==> config.mk <==
export PLATFORM = sky130hd
export DESIGN_NAME = substring_replace_stream_flat
export DESIGN_NICKNAME = d
export VERILOG_FILES = /design/src/sv/srs_pkg.sv /design/src/sv/srs_in_if.sv /design/src/sv/srs_out_if.sv /design/src/sv/substring_replace_stream.sv /design/src/sv/srs_cfg.sv /design/src/sv/srs_front.sv /design/src/sv/srs_queue.sv /design/src/sv/srs_back.sv /design/src/flat_wrapper.sv
export SDC_FILE = /design/constraint.sdc
export NUM_CORES = 1
export LEC_CHECK = 0
export BUFFER_PORTS_ARGS = -buffer_cell sky130_fd_sc_hd__clkbuf_2
export CAP_MARGIN = 20
export CELL_PAD_IN_SITES_DETAIL_PLACEMENT = 0
export CELL_PAD_IN_SITES_GLOBAL_PLACEMENT = 2
export CORE_UTILIZATION = 43
export DETAILED_ROUTE_END_ITERATION = 16
export PLACE_DENSITY_LB_ADDON = 0.12
export RECOVER_POWER = 100
export SETUP_SLACK_MARGIN = 0.15
export SKIP_LAST_GASP = 1
export SYNTH_ARGS = -nofsm -noshare
export SYNTH_HDL_FRONTEND = slang
export SYNTH_HIERARCHICAL = 1
export SYNTH_SLANG_ARGS = --single-unit
==> constraint.sdc <==
create_clock -name clk -period 11.4 [get_ports clk]
set_input_delay 2.28 -clock clk [delete_from_list [all_inputs] [get_ports clk]]
set_output_delay 2.28 -clock clk [all_outputs]
set_load 0.02 [all_outputs]
==> src/sv/srs_pkg.sv <==
`timescale 1ns / 1ps

package srs_pkg;

    localparam int SRS_ADDR_W = 5;
    localparam int SRS_DATA_W = 64;
    localparam int SRS_LEN_W  = 4;
    localparam int SRS_CNT_W  = 4;

    localparam logic [1:0] SRS_REG_PLEN  = 2'd0;
    localparam logic [1:0] SRS_REG_PBYTE = 2'd1;
    localparam logic [1:0] SRS_REG_RLEN  = 2'd2;
    localparam logic [1:0] SRS_REG_RBYTE = 2'd3;

    typedef struct packed {
        logic [SRS_LEN_W-1:0]  pattern_length;
        logic [SRS_DATA_W-1:0] pattern_bytes;
        logic [SRS_LEN_W-1:0]  replacement_length;
        logic [SRS_DATA_W-1:0] replacement_bytes;
    } srs_cfg_t;

    typedef struct packed {
        logic [SRS_CNT_W-1:0] count;
        logic                 last;
    } srs_cmd_ctl_t;

endpackage

==> src/sv/srs_in_if.sv <==
`timescale 1ns / 1ps

interface srs_in_if;
    logic       valid;
    logic       ready;
    logic [7:0] in_byte;
    logic       in_last;

    modport source (output valid, output in_byte, output in_last, input ready);
    modport sink (input valid, input in_byte, input in_last, output ready);
endinterface

==> src/sv/srs_out_if.sv <==
`timescale 1ns / 1ps

interface srs_out_if;
    logic       valid;
    logic       ready;
    logic [7:0] out_byte;
    logic       out_valid;
    logic       out_end;

    modport source (output valid, output out_byte, output out_valid, output out_end,
                    input ready);
    modport sink (input valid, input out_byte, input out_valid, input out_end,
                  output ready);
endinterface

==> src/sv/substring_replace_stream.sv <==
`timescale 1ns / 1ps

// Streaming find-and-replace. Source bytes arrive on the text channel, one per
// transfer, with in_last on the final byte of a string. Rewritten bytes leave
// on the rewritten channel; out_valid low marks a bare end marker and out_end
// marks the final result of a string. Both channels transfer on valid and ready.
// The APB port sets the pattern and the replacement; write it only while idle.
// Writing the pattern length discards any bytes held in the match window.
// A byte's first result passes the queue, the command register and the output
// register. One source byte is taken every cycle as long as each byte releases
// at most one result; a byte that releases a replacement or a flush of the
// window holds the output register for each result byte in turn, and the
// two-entry command queue between the front and back ends absorbs the rest.
// A stalled receiver holds the current result and, once the queue fills,
// drops ready on the text channel. Reset clears the registers, the window
// count, the queue and the output register; no clearing pass is needed.
module substring_replace_stream
    import srs_pkg::*;
#(
    parameter int MAX_PATTERN     = 8,
    parameter int MAX_REPLACEMENT = 8
)
(
    input  logic                  clk,
    input  logic                  rst_n,
    srs_in_if.sink                text,
    srs_out_if.source             rewritten,
    input  logic                  psel,
    input  logic                  penable,
    input  logic                  pwrite,
    input  logic [SRS_ADDR_W-1:0] paddr,
    input  logic [SRS_DATA_W-1:0] pwdata,
    output logic [SRS_DATA_W-1:0] prdata,
    output logic                  pready
);

    localparam int CMD_DEPTH = (MAX_PATTERN > MAX_REPLACEMENT + 1) ?
                               MAX_PATTERN : MAX_REPLACEMENT + 1;
    localparam int CTL_W     = $bits(srs_cmd_ctl_t);
    localparam int CMD_W     = CTL_W + CMD_DEPTH * 8;

    srs_cfg_t                  cfg;
    logic                      win_clear;
    logic                      q_full;
    logic                      push;
    srs_cmd_ctl_t              push_ctl;
    logic [CMD_DEPTH-1:0][7:0] push_data;
    logic                      q_valid;
    logic                      q_pop;
    logic [CMD_W-1:0]          q_word;
    srs_cmd_ctl_t              q_ctl;
    logic [CMD_DEPTH-1:0][7:0] q_data;

    assign q_ctl  = q_word[CMD_W-1 -: CTL_W];
    assign q_data = q_word[CMD_DEPTH*8-1:0];

    srs_cfg u_cfg (
        .clk       (clk),
        .rst_n     (rst_n),
        .psel      (psel),
        .penable   (penable),
        .pwrite    (pwrite),
        .paddr     (paddr),
        .pwdata    (pwdata),
        .prdata    (prdata),
        .pready    (pready),
        .cfg       (cfg),
        .win_clear (win_clear)
    );

    srs_front #(
        .MAX_PATTERN     (MAX_PATTERN),
        .MAX_REPLACEMENT (MAX_REPLACEMENT),
        .CMD_DEPTH       (CMD_DEPTH)
    ) u_front (
        .clk       (clk),
        .rst_n     (rst_n),
        .text      (text),
        .cfg       (cfg),
        .win_clear (win_clear),
        .q_full    (q_full),
        .push      (push),
        .push_ctl  (push_ctl),
        .push_data (push_data)
    );

    srs_queue #(
        .WIDTH (CMD_W)
    ) u_queue (
        .clk       (clk),
        .rst_n     (rst_n),
        .push      (push),
        .push_data ({push_ctl, push_data}),
        .full      (q_full),
        .pop       (q_pop),
        .valid     (q_valid),
        .pop_data  (q_word)
    );

    srs_back #(
        .CMD_DEPTH (CMD_DEPTH)
    ) u_back (
        .clk       (clk),
        .rst_n     (rst_n),
        .q_valid   (q_valid),
        .q_pop     (q_pop),
        .q_ctl     (q_ctl),
        .q_data    (q_data),
        .rewritten (rewritten)
    );

endmodule

==> src/sv/srs_cfg.sv <==
`timescale 1ns / 1ps

module srs_cfg
    import srs_pkg::*;
(
    input  logic                  clk,
    input  logic                  rst_n,
    input  logic                  psel,
    input  logic                  penable,
    input  logic                  pwrite,
    input  logic [SRS_ADDR_W-1:0] paddr,
    input  logic [SRS_DATA_W-1:0] pwdata,
    output logic [SRS_DATA_W-1:0] prdata,
    output logic                  pready,
    output srs_cfg_t              cfg,
    output logic                  win_clear
);

    srs_cfg_t   cfg_reg;
    srs_cfg_t   cfg_next;
    logic       wr_en;
    logic [1:0] reg_index;

    assign pready    = 1'b1;
    assign wr_en     = psel && penable && pwrite;
    assign reg_index = paddr[SRS_ADDR_W-1:SRS_ADDR_W-2];
    assign win_clear = wr_en && (reg_index == SRS_REG_PLEN);
    assign cfg       = cfg_reg;

    always_comb
    begin
        cfg_next = cfg_reg;
        if (wr_en)
        begin
            unique case (reg_index)
                SRS_REG_PLEN:  cfg_next.pattern_length     = pwdata[SRS_LEN_W-1:0];
                SRS_REG_PBYTE: cfg_next.pattern_bytes      = pwdata;
                SRS_REG_RLEN:  cfg_next.replacement_length = pwdata[SRS_LEN_W-1:0];
                SRS_REG_RBYTE: cfg_next.replacement_bytes  = pwdata;
            endcase
        end
    end

    always_comb
    begin
        unique case (reg_index)
            SRS_REG_PLEN:
                prdata = {{(SRS_DATA_W-SRS_LEN_W){1'b0}}, cfg_reg.pattern_length};
            SRS_REG_PBYTE:
                prdata = cfg_reg.pattern_bytes;
            SRS_REG_RLEN:
                prdata = {{(SRS_DATA_W-SRS_LEN_W){1'b0}}, cfg_reg.replacement_length};
            SRS_REG_RBYTE:
                prdata = cfg_reg.replacement_bytes;
        endcase
    end

    always_ff @(posedge clk or negedge rst_n)
    begin
        if (!rst_n)
        begin
            cfg_reg <= '0;
        end
        else
        begin
            cfg_reg <= cfg_next;
        end
    end

endmodule

==> src/sv/srs_front.sv <==
`timescale 1ns / 1ps

module srs_front
    import srs_pkg::*;
#(
    parameter int MAX_PATTERN     = 8,
    parameter int MAX_REPLACEMENT = 8,
    parameter int CMD_DEPTH       = 9
)
(
    input  logic                      clk,
    input  logic                      rst_n,
    srs_in_if.sink                    text,
    input  srs_cfg_t                  cfg,
    input  logic                      win_clear,
    input  logic                      q_full,
    output logic                      push,
    output srs_cmd_ctl_t              push_ctl,
    output logic [CMD_DEPTH-1:0][7:0] push_data
);

    localparam int WC_W = $clog2(MAX_PATTERN + 1);
    localparam int RC_W = $clog2(MAX_REPLACEMENT + 1);

    logic [MAX_PATTERN-1:0][7:0] win_reg;
    logic [MAX_PATTERN-1:0][7:0] win_next;
    logic [WC_W-1:0]             wcnt_reg;
    logic [WC_W-1:0]             wcnt_next;

    logic [WC_W-1:0]             plen_eff;
    logic [RC_W-1:0]             rlen_eff;
    logic [WC_W-1:0]             cnt_eff;
    logic [WC_W-1:0]             cnt_new;
    logic [MAX_PATTERN-1:0][7:0] wnew;
    logic                        full;
    logic                        same;
    logic                        accept;

    assign text.ready = !q_full;
    assign accept     = text.valid && !q_full;

    always_comb
    begin
        if (cfg.pattern_length > SRS_LEN_W'(MAX_PATTERN))
            plen_eff = WC_W'(MAX_PATTERN);
        else
            plen_eff = WC_W'(cfg.pattern_length);
        if (cfg.replacement_length > SRS_LEN_W'(MAX_REPLACEMENT))
            rlen_eff = RC_W'(MAX_REPLACEMENT);
        else
            rlen_eff = RC_W'(cfg.replacement_length);

        cnt_eff = (wcnt_reg >= plen_eff) ? '0 : wcnt_reg;
        cnt_new = cnt_eff + 1'b1;
        for (int i = 0; i < MAX_PATTERN; i++)
        begin
            wnew[i] = (cnt_eff == WC_W'(i)) ? text.in_byte : win_reg[i];
        end
        full = (plen_eff != '0) && (cnt_new == plen_eff);

        same = 1'b1;
        for (int i = 0; i < MAX_PATTERN; i++)
        begin
            if ((WC_W'(i) < plen_eff) && (wnew[i] != cfg.pattern_bytes[8*i +: 8]))
                same = 1'b0;
        end
    end

    // Build the list of bytes this transfer releases.
    always_comb
    begin
        push_data     = '0;
        push_ctl.last = text.in_last;
        if (plen_eff == '0)
        begin
            push_data[0] = text.in_byte;
            for (int i = 0; i < MAX_REPLACEMENT; i++)
            begin
                push_data[i+1] = cfg.replacement_bytes[8*i +: 8];
            end
            push_ctl.count = SRS_CNT_W'(rlen_eff) + 1'b1;
        end
        else if (full && same)
        begin
            for (int i = 0; i < MAX_REPLACEMENT; i++)
            begin
                push_data[i] = cfg.replacement_bytes[8*i +: 8];
            end
            push_ctl.count = SRS_CNT_W'(rlen_eff);
        end
        else
        begin
            for (int i = 0; i < MAX_PATTERN; i++)
            begin
                push_data[i] = wnew[i];
            end
            if (text.in_last)
                push_ctl.count = SRS_CNT_W'(cnt_new);
            else if (full)
                push_ctl.count = SRS_CNT_W'(1);
            else
                push_ctl.count = '0;
        end
        push = accept && ((push_ctl.count != '0) || text.in_last);
    end

    always_comb
    begin
        win_next  = win_reg;
        wcnt_next = wcnt_reg;
        if (win_clear)
        begin
            wcnt_next = '0;
        end
        else if (accept && (plen_eff != '0))
        begin
            if ((full && same) || text.in_last)
            begin
                wcnt_next = '0;
            end
            else if (full)
            begin
                for (int i = 0; i < MAX_PATTERN - 1; i++)
                begin
                    win_next[i] = wnew[i+1];
                end
                win_next[MAX_PATTERN-1] = wnew[MAX_PATTERN-1];
                wcnt_next = cnt_new - 1'b1;
            end
            else
            begin
                win_next  = wnew;
                wcnt_next = cnt_new;
            end
        end
    end

    always_ff @(posedge clk or negedge rst_n)
    begin
        if (!rst_n)
        begin
            wcnt_reg <= '0;
        end
        else
        begin
            wcnt_reg <= wcnt_next;
        end
    end

    always_ff @(posedge clk)
    begin
        win_reg <= win_next;
    end

endmodule

==> src/sv/srs_queue.sv <==
`timescale 1ns / 1ps

module srs_queue #(
    parameter int WIDTH = 1
)
(
    input  logic             clk,
    input  logic             rst_n,
    input  logic             push,
    input  logic [WIDTH-1:0] push_data,
    output logic             full,
    input  logic             pop,
    output logic             valid,
    output logic [WIDTH-1:0] pop_data
);

    localparam int DEPTH = 2;
    localparam int PTR_W = $clog2(DEPTH);
    localparam int CNT_W = $clog2(DEPTH + 1);

    logic [DEPTH-1:0][WIDTH-1:0] entry_reg;
    logic [PTR_W-1:0]            wr_ptr_reg;
    logic [PTR_W-1:0]            rd_ptr_reg;
    logic [CNT_W-1:0]            count_reg;
    logic                        do_push;
    logic                        do_pop;

    assign full     = (count_reg == CNT_W'(DEPTH));
    assign valid    = (count_reg != '0);
    assign pop_data = entry_reg[rd_ptr_reg];
    assign do_push  = push && !full;
    assign do_pop   = pop && valid;

    always_ff @(posedge clk or negedge rst_n)
    begin
        if (!rst_n)
        begin
            wr_ptr_reg <= '0;
            rd_ptr_reg <= '0;
            count_reg  <= '0;
        end
        else
        begin
            if (do_push)
                wr_ptr_reg <= (wr_ptr_reg == PTR_W'(DEPTH - 1)) ? '0 : wr_ptr_reg + 1'b1;
            if (do_pop)
                rd_ptr_reg <= (rd_ptr_reg == PTR_W'(DEPTH - 1)) ? '0 : rd_ptr_reg + 1'b1;
            if (do_push && !do_pop)
                count_reg <= count_reg + 1'b1;
            else if (do_pop && !do_push)
                count_reg <= count_reg - 1'b1;
        end
    end

    always_ff @(posedge clk)
    begin
        if (do_push)
            entry_reg[wr_ptr_reg] <= push_data;
    end

endmodule

==> src/sv/srs_back.sv <==
`timescale 1ns / 1ps

module srs_back
    import srs_pkg::*;
#(
    parameter int CMD_DEPTH = 9
)
(
    input  logic                      clk,
    input  logic                      rst_n,
    input  logic                      q_valid,
    output logic                      q_pop,
    input  srs_cmd_ctl_t              q_ctl,
    input  logic [CMD_DEPTH-1:0][7:0] q_data,
    srs_out_if.source                 rewritten
);

    localparam int IDX_W = $clog2(CMD_DEPTH);

    logic                      busy_reg;
    srs_cmd_ctl_t              ctl_reg;
    logic [CMD_DEPTH-1:0][7:0] data_reg;
    logic [SRS_CNT_W-1:0]      idx_reg;
    logic                      ovalid_reg;
    logic [7:0]                obyte_reg;
    logic                      obvalid_reg;
    logic                      oend_reg;

    logic                      advance;
    logic                      final_res;
    logic                      load;
    logic                      has_byte;

    assign has_byte  = (ctl_reg.count != '0);
    assign advance   = busy_reg && (!ovalid_reg || rewritten.ready);
    assign final_res = !has_byte || (idx_reg + 1'b1 == ctl_reg.count);
    assign load      = q_valid && (!busy_reg || (advance && final_res));
    assign q_pop     = load;

    assign rewritten.valid     = ovalid_reg;
    assign rewritten.out_byte  = obyte_reg;
    assign rewritten.out_valid = obvalid_reg;
    assign rewritten.out_end   = oend_reg;

    always_ff @(posedge clk or negedge rst_n)
    begin
        if (!rst_n)
        begin
            busy_reg   <= 1'b0;
            idx_reg    <= '0;
            ovalid_reg <= 1'b0;
        end
        else
        begin
            if (load)
            begin
                busy_reg <= 1'b1;
                idx_reg  <= '0;
            end
            else if (advance)
            begin
                if (final_res)
                    busy_reg <= 1'b0;
                else
                    idx_reg <= idx_reg + 1'b1;
            end

            if (advance)
                ovalid_reg <= 1'b1;
            else if (rewritten.ready)
                ovalid_reg <= 1'b0;
        end
    end

    always_ff @(posedge clk)
    begin
        if (load)
        begin
            ctl_reg  <= q_ctl;
            data_reg <= q_data;
        end
        if (advance)
        begin
            obyte_reg   <= has_byte ? data_reg[idx_reg[IDX_W-1:0]] : 8'd0;
            obvalid_reg <= has_byte;
            oend_reg    <= ctl_reg.last && final_res;
        end
    end

endmodule

==> src/flat_wrapper.sv <==
// flat-port wrapper written by rule: the top's interface ports become plain ports
module substring_replace_stream_flat import srs_pkg::*;
#(
    parameter int MAX_PATTERN     = 8,
    parameter int MAX_REPLACEMENT = 8
)
  (clk, rst_n, psel, penable, pwrite, paddr, pwdata, prdata, pready, text_valid, text_in_byte, text_in_last, text_ready, rewritten_valid, rewritten_out_byte, rewritten_out_valid, rewritten_out_end, rewritten_ready);
  srs_in_if text_i ();
  srs_out_if rewritten_i ();
  input  logic clk;
  input  logic rst_n;
  input  logic psel;
  input  logic penable;
  input  logic pwrite;
  input  logic [SRS_ADDR_W-1:0] paddr;
  input  logic [SRS_DATA_W-1:0] pwdata;
  output logic [SRS_DATA_W-1:0] prdata;
  output logic pready;
  input wire logic [$bits(text_i.valid)-1:0] text_valid;
  input wire logic [$bits(text_i.in_byte)-1:0] text_in_byte;
  input wire logic [$bits(text_i.in_last)-1:0] text_in_last;
  output wire logic [$bits(text_i.ready)-1:0] text_ready;
  output wire logic [$bits(rewritten_i.valid)-1:0] rewritten_valid;
  output wire logic [$bits(rewritten_i.out_byte)-1:0] rewritten_out_byte;
  output wire logic [$bits(rewritten_i.out_valid)-1:0] rewritten_out_valid;
  output wire logic [$bits(rewritten_i.out_end)-1:0] rewritten_out_end;
  input wire logic [$bits(rewritten_i.ready)-1:0] rewritten_ready;
  assign text_i.valid = text_valid;
  assign text_i.in_byte = text_in_byte;
  assign text_i.in_last = text_in_last;
  assign text_ready = text_i.ready;
  assign rewritten_valid = rewritten_i.valid;
  assign rewritten_out_byte = rewritten_i.out_byte;
  assign rewritten_out_valid = rewritten_i.out_valid;
  assign rewritten_out_end = rewritten_i.out_end;
  assign rewritten_i.ready = rewritten_ready;
  substring_replace_stream #(.MAX_PATTERN(MAX_PATTERN), .MAX_REPLACEMENT(MAX_REPLACEMENT)) u_core (.clk(clk), .rst_n(rst_n), .text(text_i), .rewritten(rewritten_i), .psel(psel), .penable(penable), .pwrite(pwrite), .paddr(paddr), .pwdata(pwdata), .prdata(prdata), .pready(pready));
endmodule
==> results.py <==
metrics = {
    "outcome": {
        "status": "complete, but fails checks",
        "failed_checks": "capacitance limit, slew limit",
    },
    "synth": {
        "yosys_register_bits": 455,
        "ys_warn_count": 6,
        "yosysUniqueCellTypes": 72,
        "synth_ff_type": "edfxtp_1",
        "ys_seq_area_share_pct": 56.8,
        "netlist_area_sq_mm": 0.0227,
        "async_reset_ff_share_pct": 33.0,
        "netlist_instances": 1682,
        "synth-edff-count": 305,
        "synth_nets": 1776,
        "synth.avg_cell_area_sq_um": 13.5,
    },
    "cts": {
        "clockBufferDepth": 3,
        "numCtsBuffers": 50,
        "cts_tree": "yes",
        "clock-sinks": 455,
        "ctsResizeCount": 0,
        "clkLatencyLatePin_ns": 0.60,
        "cts_max_level": 2,
        "ctsHoldBuffers": 0,
        "cts_post_setup_buffers_inserted": 0,
        "clockRootBuffer": "clkbuf_16",
        "clk_pin_slew_ns": 0.06,
    },
    "sta": {
        "whs_ns": 0.503,
        "final.setup.tns_ns": 0,
        "finalHoldViolations": 0,
        "finalCritPeriodShare_pct": 77.0,
        "drv_slew": 455,
        "worstMarginPinSlew_ns": 5.05,
        "clock_skew_ns": 0.0148,
        "max_slew_margin_pct": -236,
        "fin_ws_ns": 2.62,
        "rsz0062_at_grt": "no",
        "finalSetupViolCount": 0,
        "maxClockFrequency_ghz": 0.114,
        "period_needed_ns": 8.78,
    },
    "power": {
        "p_comb_share_pct": 29.5,
        "p_sw_w": 0.00208,
        "p_int_w": 0.00406,
        "swShare_pct": 33.9,
        "p_leak_nw": 9.74,
        "p_clk_share_pct": 27.2,
        "ir_drop_mv": 0.119,
        "p_seq_share_pct": 43.3,
        "powerDensity_mw_per_mm2": 243,
    },
    "global_routing": {
        "antenna_found_initial": 3,
        "grt_pass1_vias": 14400,
        "grt_max_degree": 88,
        "grt_use_total_pct": 24.3,
        "overflow": 0,
        "grt_pass1_wl_um": 95300,
    },
    "drt": {
        "via_per_inst": 5.54,
        "drc": 0,
        "drt_iter0_drc": 1090,
        "wl_per_cell_um": 25.5,
        "vias": 14000,
        "firstDrtPassIters": 8,
        "finalWirelength_um": 64600,
        "ant_nets": 0,
    },
    "die": {
        "dieWidth_um": 232,
        "core_area_sq_mm": 0.0518,
        "initial_core_util_pct": 43.9,
        "fp-row-count": 83,
        "die-area_sq_mm": 0.0538,
        "fp.dieH_um": 232,
        "pin_count": 162,
    },
    "placement": {
        "dp.final_hpwl_um": 43700,
        "place_congestion": 0.791,
        "dp_slack_ns": 3.16,
        "numPortBuffers": 157,
    },
    "setup_path": {
        "crit_fanout": 65,
        "critical_path.max_stage_delay_ns": 1.35,
        "end_kind": "register",
        "critPathRequiredTime_ns": 11.61,
        "worstPathCellList": "clkinv_1, ha_1, o211ai_1, o21ai_0, o21ai_2, mux2i_1, xnor2_1, nor4_1, nand2_1, nor4_2, o211a_1, mux2i_1, o211a_1, a31oi_1, nand2_1, nor2_4, buf_4",
        "slowest_stage": "o211a_1",
        "cp-start-kind": "register",
        "path_delay_family": "compound AO/OA/AOI/OAI gates",
        "cp_num_buf_inv": 2,
        "crit_type": "register to register",
        "arrival_ns": 8.99,
    },
    "flow_run": {
        "drv_cap": 13,
    },
    "layout": {
        "area_delta_synth_final_pct": 10.9,
        "largest_register_ffs": 154,
        "utilization_pct": 48.7,
        "drive_above_1_share_pct": 19.1,
        "num-nets-final": 1905,
    },
    "worst_hold_path": {
        "hp-class": "register to register",
    },
}
==> metal layers <==
metal	wire, um	track usage, %	part of all wire (%)	vias up
li1	-	-	-	6409
met5	13	0	0.020	-
met4	1230	5.49	1.9	2
met3	3510	3.87	5.4	83
met1	28800	33.4	45	7180
met2	31000	40.3	48	368
==> logic make-up (layout without fill, tap and decap cells) <==
group	after synthesis	in the layout	share of synthesized area [%]
DFF	455	455	56.8
and+or+nand+nor	291	291	5.91
adders and majority gates	9	9	0.495
AOI/OAI and AO/OA	186	186	5.10
other	1	2	0.0165
xor gates and xnor gates	95	95	3.66
buffers and inverters	184	354	4.10
muxes	461	461	24.0
==> final cells by class <==
| class | instances | area, sq um |
|---|---|---|
| fillers | 4705 | 26600 |
| flip-flops and latches | 455 | 12900 |
| multi-input cells | 1043 | 8630 |
| clock buffers | 68 | 1440 |
| well taps | 680 | 851 |
| repair buffers | 179 | 826 |
| inverters | 82 | 310 |
| clock inverters | 25 | 248 |
| diodes | 1 | 2.50 |
==> placed cells by master, fill, tap and decap left out, types with 4 or more instances in the layout <==
cell	instances
or4_1	4
ha_1	9
nor4_1	12
nand3_1	16
xnor2_1	50
mux2i_1	213
and3_1	7
buf_4	15
clkbuf_1	95
xor2_1	45
clkbuf_16	53
a31oi_1	6
nor2_1	163
clkinv_1	10
nor3_1	10
clkbuf_8	6
nand4_1	10
mux4_2	20
edfxtp_1	305
and2_0	7
nand2_1	33
nand2b_1	4
clkinv_2	8
inv_1	79
bufinv_16	5
o22ai_1	6
nor2b_1	7
mux2_1	80
o21ai_0	21
clkbuf_2	78
a22oi_1	10
mux2_2	145
dfrtp_1	150
a21oi_1	98
==> path summary, 6_finish.rpt <==
check / startpoint / end / slack, ns / depth (start not counted)
worst max-delay path: u_core/u_cfg/cfg[135] / u_core/u_queue/entry_reg[33] / 2.62 / 17
worst min-delay path: u_core/u_queue/count_reg[1] / u_core/u_queue/count_reg[1] / 0.50 / 1
worst max register to register: u_core/u_cfg/cfg[135] / u_core/u_queue/entry_reg[33] / 2.62 / 17
worst min register to register: u_core/u_queue/count_reg[1] / u_core/u_queue/count_reg[1] / 0.50 / 1
max in group asynchronous: rst_n / u_core/u_cfg/cfg[113] / 5.05 / 2
min in group asynchronous: rst_n / u_core/u_cfg/cfg[12] / 3.51 / 1
==> power by group through the flow <==
stage | logic, W | registers (W) | clock network [W]
finish | 0.00181 | 0.00266 | 0.00167
global route | 0.00197 | 0.00271 | 0.00177
CTS | 0.00190 | 0.00267 | 0.00171
detailed placement | 0.00189 | 0.00270 | 0
global placement | 0.00187 | 0.00268 | 0
floorplan | 0.00138 | 0.00256 | 0
==> synthesized netlist by cell type (all sizes together), types with 6 or more instances <==
library cell  number  share of area, %
a21oi             98               2.2
a22oi             10              0.33
a31oi              6              0.17
and2              10              0.28
and3               7              0.19
buf               58               2.0
clkbuf            44              0.73
dfrtp            150                17
edfxtp           305                40
ha                 9              0.50
inv               81               1.3
mux2             228                13
mux2i            213               9.4
mux4              20               2.0
nand2             33              0.54
nand3             17              0.37
nand4             11              0.37
nor2             166               2.8
nor2b              7              0.19
nor3              10              0.22
nor4              13              0.41
o21ai             25              0.60
o22ai              6              0.17
xnor2             50               1.9
xor2              45               1.7
==> metrics by stage <==
stage / instance area, sq um / power, W / instances
3_3_place_gp: 24000 / 0.00455 / 2439
4_1_cts: 25700 / 0.00628 / 2532
2_1_floorplan: 22700 / 0.00395 / 1682
3_5_place_dp: 24000 / 0.00459 / 2439
6_report: 25200 / 0.00614 / 2533
5_1_grt: 25200 / 0.00644 / 2532
Note: power is estimated with default switching activity, not from simulation.
